--- config.mk ---
export PLATFORM = sky130hd
export DESIGN_NAME = cfps_dist
export DESIGN_NICKNAME = d
export VERILOG_FILES = /design/src/rtl/cfps_pkg.sv /design/src/rtl/cfps_dist.sv
export SDC_FILE = /design/constraint.sdc
export NUM_CORES = 2
export LEC_CHECK = 0
export BUFFER_PORTS_ARGS = -buffer_cell sky130_fd_sc_hd__buf_2
export CAP_MARGIN = 10
export CORE_MARGIN = 2
export CORE_UTILIZATION = 65
export DETAILED_ROUTE_END_ITERATION = 10
export PLACE_DENSITY = 0.83
export SYNTH_ARGS = -nofsm -noshare
export SYNTH_HDL_FRONTEND = slang
export SYNTH_SLANG_ARGS = --single-unit
--- constraint.sdc ---
create_clock -name clk -period 8.6 [get_ports clk]
set_input_delay 0 -clock clk [delete_from_list [all_inputs] [get_ports clk]]
set_output_delay 0 -clock clk [all_outputs]
set_load 0.1 [all_outputs]
--- src/rtl/cfps_pkg.sv ---
// Shared constants for the closest and farthest pair search unit.
// Used by the top level and the distance pipeline; depends on nothing.
`default_nettype none

package cfps_pkg;

	localparam int MAX_POINTS_DEF = 1024;
	localparam int COORD_BITS_DEF = 24;
	localparam int COLOR_BITS     = 8;
	localparam int INDEX_OUT_BITS = 10;
	localparam int ROLE_BITS      = 2;

	// Order in which the four results leave the block.
	localparam logic [ROLE_BITS-1:0] ROLE_NEAR_A = 2'd0;
	localparam logic [ROLE_BITS-1:0] ROLE_NEAR_B = 2'd1;
	localparam logic [ROLE_BITS-1:0] ROLE_FAR_A  = 2'd2;
	localparam logic [ROLE_BITS-1:0] ROLE_FAR_B  = 2'd3;

	// Squared distance width: three squares of COORD_BITS-bit magnitudes.
	function automatic int dist_bits(input int coord_bits);
		return 2 * coord_bits + 2;
	endfunction

endpackage

`default_nettype wire

--- src/rtl/cfps_dist.sv ---
// Three-stage squared Euclidean distance pipeline: difference, square, sum.
// Depends on cfps_pkg for the distance width.
`default_nettype none

module cfps_dist #(
	parameter int COORD_BITS = cfps_pkg::COORD_BITS_DEF,
	parameter int TAG_BITS   = 20
) (
	input  wire logic                                         clk,
	input  wire logic                                         arst_n,
	input  wire logic                                         vld_s1,
	input  wire logic [TAG_BITS-1:0]                          tag_s1,
	input  wire logic [COORD_BITS-1:0]                        a_x,
	input  wire logic [COORD_BITS-1:0]                        a_y,
	input  wire logic [COORD_BITS-1:0]                        a_z,
	input  wire logic [COORD_BITS-1:0]                        b_x,
	input  wire logic [COORD_BITS-1:0]                        b_y,
	input  wire logic [COORD_BITS-1:0]                        b_z,
	output logic                                              vld_s4,
	output logic [TAG_BITS-1:0]                               tag_s4,
	output logic [cfps_pkg::dist_bits(COORD_BITS)-1:0]        dist_s4,
	output logic                                              busy
);

	localparam int C  = COORD_BITS;
	localparam int DW = cfps_pkg::dist_bits(COORD_BITS);
	localparam int SW = 2 * C;

	logic          vld_s2, vld_s3;
	logic [TAG_BITS-1:0] tag_s2, tag_s3;
	logic [C-1:0]  mx_s2, my_s2, mz_s2;
	logic [SW-1:0] qx_s3, qy_s3, qz_s3;
	logic [C-1:0]  mx, my, mz;

	// The difference of two C-bit signed values fits C+1 bits signed, and its
	// magnitude fits C bits unsigned. Both directions are formed in parallel.
	function automatic logic [C-1:0] abs_diff(input logic [C-1:0] a, input logic [C-1:0] b);
		logic [C:0] ea;
		logic [C:0] eb;
		logic [C:0] dab;
		logic [C:0] dba;
		ea  = {a[C-1], a};
		eb  = {b[C-1], b};
		dab = ea - eb;
		dba = eb - ea;
		return dab[C] ? dba[C-1:0] : dab[C-1:0];
	endfunction

	assign mx = abs_diff(a_x, b_x);
	assign my = abs_diff(a_y, b_y);
	assign mz = abs_diff(a_z, b_z);

	always_ff @(posedge clk or negedge arst_n) begin
		if (!arst_n) begin
			vld_s2 <= 1'b0;
			vld_s3 <= 1'b0;
			vld_s4 <= 1'b0;
		end else begin
			vld_s2 <= vld_s1;
			vld_s3 <= vld_s2;
			vld_s4 <= vld_s3;
		end
	end

	always_ff @(posedge clk) begin
		tag_s2  <= tag_s1;
		mx_s2   <= mx;
		my_s2   <= my;
		mz_s2   <= mz;
		tag_s3  <= tag_s2;
		qx_s3   <= SW'(mx_s2) * SW'(mx_s2);
		qy_s3   <= SW'(my_s2) * SW'(my_s2);
		qz_s3   <= SW'(mz_s2) * SW'(mz_s2);
		tag_s4  <= tag_s3;
		dist_s4 <= DW'(qx_s3) + DW'(qy_s3) + DW'(qz_s3);
	end

	assign busy = vld_s2 | vld_s3 | vld_s4;

endmodule

`default_nettype wire

==> results.yml <==
setup_path:
  arrival_ns: 8.49
  crit_path_end_kind: "flop"
  reg2reg_depth: 24
  r2r_slack_ns: 0.61
  worstPathRequired_ns: 9.10
  path_max_fanout: 14
  criticalPathCategory: "reg2reg"
  startpoint_type: "flop"
floorplanning:
  start_util_pct: 65.6
  core_area_sq_mm: 0.100
  die_area_sq_mm: 0.104
  io_pins: 239
  row_count: 116
  fp.dieH_um: 322
  die_x_um: 322
synthesis:
  synth_top_area_share_pct: 40.2
  yosys-top-cells-area: "fa_1, ha_1, inv_1, dfxtp_1, nand2_1"
  netlist_area_sq_mm: 0.0657
  synth_area_leader_cell: "fa_1"
  syn_avg_cell_area_sq_um: 9.09
  ys_seq_area_share_pct: 9.96
  syn-instance-count: 7228
  synth_ff_type: "dfxtp_1"
  yosysMostFrequentCell: "inv_1"
  yosysWarningCount: 0
  synth-seq-cells: 326
  synth_edf_count: 0
  synth_cell_types: 85
  async_reset_ff_share_pct: 0.920
  synth_commonest_cells: "inv_1, fa_1, ha_1"
final_layout:
  final_nets: 9695
  design_area_sq_mm: 0.0709
  drive_gt1_share_pct: 5.60
  area_growth_pct: 7.97
grt:
  grt_use_met2_pct: 54.7
  grt_max_degree: 39
  grtUsageTotal_pct: 31.5
  overflow: 0
  groute.layer.met1.usage_pct: 39.4
  grt-busiest-layer: "met2"
  grt_pass1_wl_mm: 262
  antenna_found_initial: 13
  gr-usage-met3_pct: 5.06
  grt_pass1_vias: 53200
clock_tree:
  clock_path_buffers: 3
  cts_root_buf: "clkbuf_16"
  numCtsBuffers: 38
  cts_max_level: 2
  ctsResizeCount: 0
  cts_num_sinks: 326
  cts_tree: "done"
  path_clk_slew_ns: 0.06
  clk_latency_ns: 0.60
route:
  drc: 0
  drt-wirelength-per-cell_um: 17.8
  vias: 49100
  wirelength_mm: 157
  dr.first_iter.drc_count: 3297
  drt_pass1_iterations: 6
  avgViaCountPerCell: 5.57
  postRouteAntennaNets: 0
hold_path:
  hp-class: "in2reg"
  holdPathStages: 4
sta:
  fmax_mhz: 125
  tns_ns: 0
  rsz0062_at_grt: "no"
  relSlewSlack_pct: 19.1
  finClkSkew_ns: 0.0400
  period_needed_ns: 7.99
  setup_viol: 0
  fin_crit_sh_pct: 93.0
  finalHoldViolations: 0
  worst_pin_slew_ns: 1.21
  maxSlewViolCount: 0
run:
  drv_cap: 0
run_status:
  status: "completed"
placement:
  gp_congestion: 0.921
  place_area_sq_mm: 0.0682
  dp_hpwl_mm: 131
  portBuffers: 238
## timing repair
action,4_1_cts,5_1_grt
buffers inserted,0,0
hold buffers,142,0
endpoints found under the hold margin,85,0
## cell type report
| type | count | area [sq um] |
|---|---|---|
| antenna | 2 | 5.00 |
| clock buffer | 52 | 1060 |
| clock inverter | 16 | 211 |
| fill | 7249 | 29200 |
| inverter | 1978 | 7420 |
| multi-input combinational | 4696 | 50900 |
| sequential | 326 | 6540 |
| tap | 1298 | 1620 |
| timing repair buffer | 456 | 3180 |
## per-layer routing
layer / vias up / routed length [um]
met2: 1855 / 78700
met5: - / 69
met4: 10 / 6700
li1: 22300 / -
met3: 446 / 11600
met1: 24600 / 60400
## final timing paths
check	from	to
max in group asynchronous	arst_n	vld_s3
min in group asynchronous	arst_n	vld_s2
max reg2reg	my_s2[5]	qy_s3[46]
min reg2reg	tag_s3[4]	tag_s4[4]
max	my_s2[5]	qy_s3[46]
min	a_y[20]	my_s2[20]
## state kept, by name (all words and copies together), names as in the netlist, 24 cells and up
| register | flops |
|---|---|
| dist_s4 | 50 |
| mx_s2 | 24 |
| my_s2 | 24 |
| mz_s2 | 24 |
| qx_s3 | 47 |
| qy_s3 | 47 |
| qz_s3 | 47 |
## worst max-delay path: stages, from the launching register on
cell      delay (ns)
dfxtp_1         0.83
buf_4           0.33
nand2_1         0.10
fa_1            0.63
inv_1           0.07
fa_1            0.49
inv_1           0.06
fa_1            0.53
inv_1           0.05
fa_1            0.40
fa_1            0.48
fa_1            0.55
inv_1           0.05
fa_1            0.47
inv_1           0.04
ha_1            0.32
and4_1          0.26
a221oi_1        0.44
o211ai_1        0.28
a41o_1          0.40
a211o_1         0.30
a21oi_1         0.34
o311ai_1        0.15
a21oi_1         0.19
xnor2_1         0.13
## cells in the final DEF (no fill, tap or decap), types with 44 or more instances in the layout
| cell | count |
|---|---|
| and2_1 | 367 |
| a21o_1 | 134 |
| o21ai_0 | 127 |
| buf_4 | 76 |
| nor2b_1 | 54 |
| xor2_1 | 112 |
| o21bai_1 | 44 |
| nor2_1 | 170 |
| o21ai_1 | 51 |
| inv_1 | 1978 |
| dfxtp_1 | 323 |
| dlygate4sd3_1 | 142 |
| ha_1 | 712 |
| a21oi_1 | 312 |
| fa_1 | 1320 |
| xnor2_1 | 153 |
| nand2_1 | 625 |
| buf_2 | 238 |
## metrics by stage
step / utilization, % / hold slack (ns) / setup slack [ns] / std cells
after floorplan: - / -0.296 / 1.49 / 7230
after global placement: 68.1 / -0.206 / 0.891 / 8612
after detailed placement: 68.1 / -0.198 / 0.713 / 8612
after CTS: 70.8 / 0.0000919 / 0.645 / 8822
after global routing: 70.8 / 0.0267 / 0.213 / 8822
final: 70.8 / 0.0232 / 0.606 / 8824
## logic make-up after synthesis
kind of cell               synth area share (%)
AOI/OAI and AO/OA                          8.73
adders and majority gates                  53.8
xor gates and xnor gates                   3.53
muxes                                     0.579
DFF                                        9.96
other                                   0.00571
buffers and inverters                      12.6
and+or+nand+nor                            10.8
Power is not shown: default switching activity piles up to over one toggle a cycle in this logic, so the estimate is an artifact.
