==> src/rtl/cfps_ram.sv <==
// Generic single-write, single-read synchronous RAM with registered read data.
// Standalone; no package dependency.
`default_nettype none

module cfps_ram #(
	parameter int WIDTH = 8,
	parameter int DEPTH = 16
) (
	input  wire logic                     clk,
	input  wire logic                     we,
	input  wire logic [$clog2(DEPTH)-1:0] waddr,
	input  wire logic [WIDTH-1:0]         wdata,
	input  wire logic [$clog2(DEPTH)-1:0] raddr,
	output logic      [WIDTH-1:0]         rdata
);

	logic [WIDTH-1:0] mem [DEPTH];

	always_ff @(posedge clk) begin
		if (we) begin
			mem[waddr] <= wdata;
		end
		rdata <= mem[raddr];
	end

endmodule

`default_nettype wire

==> config.mk <==
export PLATFORM = sky130hd
export DESIGN_NAME = cfps_ram
export DESIGN_NICKNAME = d
export VERILOG_FILES = /design/src/rtl/cfps_ram.sv
export SDC_FILE = /design/constraint.sdc
export NUM_CORES = 1
export LEC_CHECK = 0
export BUFFER_PORTS_ARGS = -buffer_cell sky130_fd_sc_hd__buf_2
export CAP_MARGIN = 5
export CORE_MARGIN = 1
export CORE_UTILIZATION = 46
export CTS_BUF_LIST = sky130_fd_sc_hd__clkbuf_4 sky130_fd_sc_hd__clkbuf_8
export CTS_CLUSTER_DIAMETER = 120
export DETAILED_ROUTE_END_ITERATION = 16
export PLACE_DENSITY = 0.6
export SETUP_SLACK_MARGIN = 0.4
export SLEW_MARGIN = 25
export SYNTH_ARGS = -nofsm -noshare
export SYNTH_HDL_FRONTEND = slang
export SYNTH_SLANG_ARGS = --single-unit
==> constraint.sdc <==
create_clock -name clk -period 2.67 [get_ports clk]
set_input_delay 0.1335 -clock clk [delete_from_list [all_inputs] [get_ports clk]]
set_output_delay 0.1335 -clock clk [all_outputs]
set_load 0.01 [all_outputs]
==> summary.md, run 1 <==
| Metric | Value |
|---|---|
| Status | `complete, no violations` |
| Diodes inserted | `0` |
| Die Wd | `108 um` |
| Mapped Area | `5150 sq um` |
| Compound-Gate Fraction of Synth Area | `under 10%` |
| Clock buffer depth | `2` |
| Skew final | `~0.0086 ns` |
| Initial DRC count | `185` |
| Mapped Cells | `229` |
| Min-delay worst type | `in -> reg` |
| Via-to-Cell Ratio | `5.56` |
| CP Capture Type | `flop` |
| Yosys cell types | `19` |
| Vias | `about 2400` |
| GRT Resource Usage Total | `just under 20%` |
| Max-slew violation count | `0` |
| CTS sink cnt | `~140` |
| Commonest non-fill, non-tap cells in the layout | `128 x edfxtp_1, 25 x buf_2, 18 x mux4_2, 17 x clkbuf_8, 16 x a22oi_1` |
| Post-Synth Adder-Cell Area | `0%` |
| Post-DP Area | `about 5500 sq um` |
| DRC | `0` |
| Initial antenna violation count | `0` |
| PD cells | `a little over 700 nW/um^2` |
| Critical Path AT | `about 1.7 ns` |
| Final setup viols | `0` |
| I/O Buffers | `25` |
| Post-CTS Setup Inserts | `0` |
| CP required | `~3.0 ns` |
| Number of global-route vias before repair | `about 2500` |
| Main combinational cell family by area after synthesis | `multiplexers` |
| Peak Freq | `between 0.7 and 0.8 GHz` |
| Io pins | `26` |
| Design Area, Final | `around 6000 sq um` |
| CP Class | `in -> reg` |
| GP Congestion | `slightly above 0.7` |
| Worst Tran Pin Value | `between 0.8 and 0.9 ns` |
| Worst-path maximum fanout | `16` |
| VDD IR max | `about 0.57 mV` |
| Clk slew on worst S/H paths | `about 0.080 ns` |
| Row count | `38` |
| FILL cells | `between 800 and 900` |
| Synthesized Nets | `247` |
| Hold Slack | `slightly above 0.08 ns` |
| Congestion Overflow GR | `0` |
| Drt pass-1 iters | `4` |
| Simple-Gate Fraction of Synth Area | `between 3 and 4%` |
| Most common cell after layout, fill and taps aside | `edfxtp_1` |
| Area taken by multi-input logic gates | `1060 sq um` |
| Syn. warnings | `0` |
| Fin crit share | `around 52%` |
| Min Tclk post-route | `~1.4 ns` |
| Synth Register Bits | `around 140` |
| LEAKAGE | `between 1.5 and 2 nW` |
| Pin count of the biggest net entering global routing | `22` |
| Avg Inst Size Synth | `22.5 sq um` |
| XOR/XNOR Fraction of Synth Area | `0%` |
| CP Launch Type | `input port` |
| Rel. slew slack | `roughly 45%` |
| H-tree Lvls | `4` |
| Mux cell area share after synthesis | `between 10% and 20%` |
| RSZ-0062 raised after global routing | `false` |
| Post-CTS sizing | `0` |
| Root Driver | `clkbuf_8` |
| Layout cells sized above 1 | `31.5%` |
| Die area | `about 12000 sq um` |
| Area growth, synth to finish | `14.3%` |
| CTS tree | `yes` |
| Core Region | `10900 sq um` |
| First-pass GRT wire length | `15100 um` |
| Post-synthesis sequential area ratio | `between 70% and 80%` |
| Max-Cap Viols | `0` |
| Hold-fix buffers, CTS | `0` |
| Drt wl/cell | `approximately 23 um` |
| Clock latency on the worst-skew pair | `~0.43 ns` |
| Sequential cell area | `approximately 4000 sq um` |
| CTS Buf Count | `17` |
| Final Hold Vio Count | `0` |
| DRT Wirelength | `between 9000 and 10000 um` |
| Sum of net half-perimeters after detailed placement | `roughly 6400 um` |
| DIE HEIGHT | `108 um` |
| Starting Density | `47.3%` |
| Setup TNS | `0 ns` |
| NumNets Final | `between 200 and 300` |
| Post-route ant nets | `0` |
[worst max-delay path, stage by stage]
cell and delay, ns:
buf_2 0.35, buf_12 0.24, mux4_1 0.56, a22oi_1 0.32
nand2_1 0.09
[cell usage after synthesis]
| cell | n | area, sq um |
|---|---|---|
| and2_1 | 1 | 6.26 |
| nor2_1 | 13 | 48.8 |
| nor2b_1 | 1 | 6.26 |
| and2b_1 | 1 | 7.51 |
| clkdlybuf4s25_2 | 3 | 30.0 |
| nand3_1 | 1 | 5.00 |
| edfxtp_1 | 128 | 3840 |
| buf_4 | 1 | 7.51 |
| nand2b_1 | 2 | 12.5 |
| nor3_1 | 4 | 20.0 |
| buf_6 | 3 | 33.8 |
| or3b_2 | 1 | 8.76 |
| nand2_1 | 9 | 33.8 |
| dfxtp_1 | 8 | 160 |
| mux4_1 | 14 | 368 |
| mux4_2 | 18 | 405 |
| a22oi_1 | 16 | 120 |
| buf_2 | 3 | 15.0 |
| nand3b_1 | 2 | 15.0 |
[cells by family after synthesis]
family,after synthesis
DFF,136
buffers and inverters,10
muxes,32
and+or+nand+nor,35
AOI/OAI and AO/OA,16
[per-layer routing]
layer,global-route usage (%),share of wire (%)
met4,7.05,1.2
met5,0,0
met1,26.9,45
met2,29.1,49
met3,5.45,4.6
[stage by stage]
stage                     instances  power (W)  worst slack, ns  utilization [%]
after floorplan                 229    0.00257             1.04                -
after global placement          400    0.00267            0.816             50.5
after detailed placement        400    0.00267            0.795             50.5
after CTS                       432    0.00428             1.27             54.0
after global routing            432    0.00440             1.20             54.0
final                           432    0.00424             1.29             54.0
[path summary, 6_finish.rpt]
check | start | endpoint | slack, ns | cells past startpoint
max | raddr[0] | rdata[3] | 1.29 | 5
min | wdata[5] | mem[13][5] | 0.08 | 1
max reg2reg | mem[1][0] | rdata[0] | 1.29 | 3
min reg2reg | mem[12][2] | rdata[2] | 0.67 | 3
[registers in the layout, summed over array words and instances, names as in the netlist]
signal,cells
mem,128
rdata,8
[power breakdown]
group          switching (W)  internal (W)
Sequential         0.0000122       0.00238
Combinational       0.000129     0.0000932
Clock               0.000799      0.000828
Total               0.000940       0.00330
[layout make-up]
type | instances | area share, %
timing repair buffer | 41 | 4.38
sequential | 136 | 68.0
clock inverter | 15 | 2.66
clock buffer | 17 | 3.98
multi-input combinational | 83 | 18.0
tap | 140 | 2.98
No activity file was read; power rests on OpenSTA's default activity.
==> inputs of run 2 (changes only) <==
clock period = 1.4 ns   (was 2.67 ns; I/O delays follow)
==> run 2 against run 1 <==
Effect of this change: clock skew up 0.0031 ns; combinational power increased by 120%; critical endpoint unchanged; non-clock buffer count increased by 6.
==> summary.md, run 2 (synthesis results as in run 1) <==
| Metric | Value |
|---|---|
| Congestion Overflow GR | `0 (unchanged)` |
| DRT Wirelength | `9450 um (was 9730 um)` |
| Die area | `11600 sq um (unchanged)` |
| Clock power frac | `37.0% (was 38.3%)` |
| Sw Pwr | `0.00181 W (was 0.000940 W)` |
| Number of global-route vias before repair | `2551 (was 2494)` |
| Max-slew violation count | `0 (unchanged)` |
| Starting Density | `47.3% (unchanged)` |
| Commonest non-fill, non-tap cells in the layout | `128 x edfxtp_1, 32 x mux4_2, 25 x buf_2, 18 x clkbuf_8, 13 x buf_4 (was 128 x edfxtp_1, 25 x buf_2, 18 x mux4_2, 17 x clkbuf_8, 16 x a22oi_1)` |
| Largest Register | `mem (unchanged)` |
| Final setup viols | `0 (unchanged)` |
| Layout cells sized above 1 | `44.6% (was 31.5%)` |
| Design Area, Final | `6060 sq um (was 5880 sq um)` |
| NumNets Final | `303 (was 297)` |
| Status | `complete, no violations (unchanged)` |
| Clk slew on worst S/H paths | `0.08 ns (about the same)` |
| Final Hold Vio Count | `0 (unchanged)` |
| Pin count of the biggest net entering global routing | `17 (was 22)` |
| Peak Freq | `0.791 GHz` |
| Critical Path AT | `1.57 ns (was 1.70 ns)` |
| R2r setup slk | `0.14 ns (was 1.29 ns)` |
| Post-route ant nets | `0 (unchanged)` |
| Die Wd | `108 um (unchanged)` |
| First-pass GRT wire length | `14500 um (was 15100 um)` |
| Max-Cap Viols | `0 (unchanged)` |
| GRT Resource Usage Total | `18.3% (was 19.3%)` |
| Vias | `2416 (was 2402)` |
| I/O Buffers | `25 (unchanged)` |
| RSZ-0062 raised after global routing | `true (was false)` |
| Hold Slack | `0.0239 ns (was 0.0807 ns)` |
| CTS tree | `yes (unchanged)` |
| Internal power | `0.00622 W (was 0.00330 W)` |
| Worst R2R End | `rdata[3] (was rdata[0])` |
| LEAKAGE | `1.98 nW (was 1.97 nW)` |
| Drt wl/cell | `21.6 um (was 22.5 um)` |
| CTS Buf Count | `17 (unchanged)` |
| Min-delay worst type | `in -> reg (unchanged)` |
| Sum of net half-perimeters after detailed placement | `6270 um (was 6360 um)` |
| Diodes inserted | `0 (unchanged)` |
| Min Tclk post-route | `1.26 ns` |
| Root Driver | `clkbuf_8 (unchanged)` |
| GP Congestion | `0.773 (was 0.712)` |
| CP Capture Type | `flop (unchanged)` |
| VDD IR max | `0.517 mV (was 0.566 mV)` |
| DIE HEIGHT | `108 um (unchanged)` |
| Max reg flops | `128 (unchanged)` |
| Io pins | `26 (unchanged)` |
| CTS sink cnt | `136 (unchanged)` |
| Worst-path maximum fanout | `1 (was 16)` |
| R2R depth | `3 (unchanged)` |
| Worst R2R Start | `mem[10][3] (was mem[1][0])` |
| Most common cell after layout, fill and taps aside | `edfxtp_1 (unchanged)` |
| Crit path to | `rdata[3] (unchanged)` |
| Worst Setup SP | `mem[10][3] (was raddr[0])` |
| Post-DP Area | `5660 sq um (was 5490 sq um)` |
| Initial DRC count | `184 (was 185)` |
| Initial antenna violation count | `0 (unchanged)` |
| CP Launch Type | `flop (was input port)` |
| Post-CTS Setup Inserts | `0 (unchanged)` |
| Top flop regs | `mem: 128 flops, rdata: 8 flops (unchanged)` |
| Switching part of the total | `22.5% (was 22.1%)` |
| Area growth, synth to finish | `17.8% (was 14.3%)` |
| DRC | `0 (unchanged)` |
| Flop pwr share | `57.0% (was 56.4%)` |
| Via-to-Cell Ratio | `5.52 (was 5.56)` |
| Worst Tran Pin Value | `0.919 ns (was 0.820 ns)` |
| H-tree Lvls | `4 (unchanged)` |
| Clock buffer depth | `2 (unchanged)` |
| Clock latency on the worst-skew pair | `0.42 ns (was 0.43 ns)` |
| Skew final | `0.0117 ns (was 0.00856 ns)` |
| CP Class | `reg -> reg (was in -> reg)` |
| Hold Crit Start | `wdata[5] (unchanged)` |
| Setup TNS | `0 ns (unchanged)` |
| Core Region | `10900 sq um (unchanged)` |
| Rel. slew slack | `38.6% (was 45.1%)` |
| Comb power frac | `6.0% (was 5.2%)` |
| Fin crit share | `90.3%` |
| PD cells | `1320 nW/um^2 (was 721 nW/um^2)` |
| Drt pass-1 iters | `4 (unchanged)` |
| CP required | `1.71 ns (was 2.99 ns)` |
| Row count | `38 (unchanged)` |
## run 2: what timing repair did
action	CTS	global route
hold buffers	0	0
gates resized for setup	5	3
pin swaps	1	1
endpoints found under the setup margin	8	9
## run 2: worst max-delay path: stages (launching register included)
cell	delay (ns)
edfxtp_1	0.37
mux4_2	0.47
a22oi_2	0.23
nand2_1	0.07
## run 2: layout make-up
| class | count | area, sq um |
|---|---|---|
| Multi-Input combinational cell | 83 | 1110 |
| Fill cell | 830 | 4820 |
| Timing Repair Buffer | 47 | 403 |
| Tap cell | 140 | 175 |
| Clock buffer | 18 | 248 |
| Clock inverter | 14 | 125 |
| Sequential cell | 136 | 4010 |
## run 2: routing by layer
layer	global-route usage (%)	routed length, um
met2	29.4	4700
met3	3.87	347
met5	0	0
met4	6.75	140
met1	24.6	4260
## run 2: how the worst min path moves through the flow
stage | depth (start not counted) | to
global route | 1 | mem[13][0]
floorplan | 0 | mem[0][0]
CTS | 1 | mem[13][0]
detailed placement | 1 | mem[8][5]
global placement | 1 | mem[7][7]
finish | 1 | mem[14][5]
## run 2: stage by stage
step	utilization (%)	setup WS, ns	instances	power (W)
after floorplan	-	0.227	229	0.00493
after global placement	51.9	-0.0905	406	0.00513
after detailed placement	51.9	-0.0784	406	0.00514
after CTS	55.6	0.112	438	0.00809
after global routing	55.7	0.0699	438	0.00829
final	55.7	0.135	438	0.00803
## run 2: power by group through the flow
stage                     Clock, W  Sequential (W)  Combinational (W)
after floorplan                  0         0.00467           0.000262
after global placement           0         0.00466           0.000469
after detailed placement         0         0.00466           0.000478
after CTS                  0.00303         0.00457           0.000488
after global routing       0.00319         0.00458           0.000525
final                      0.00297         0.00457           0.000486
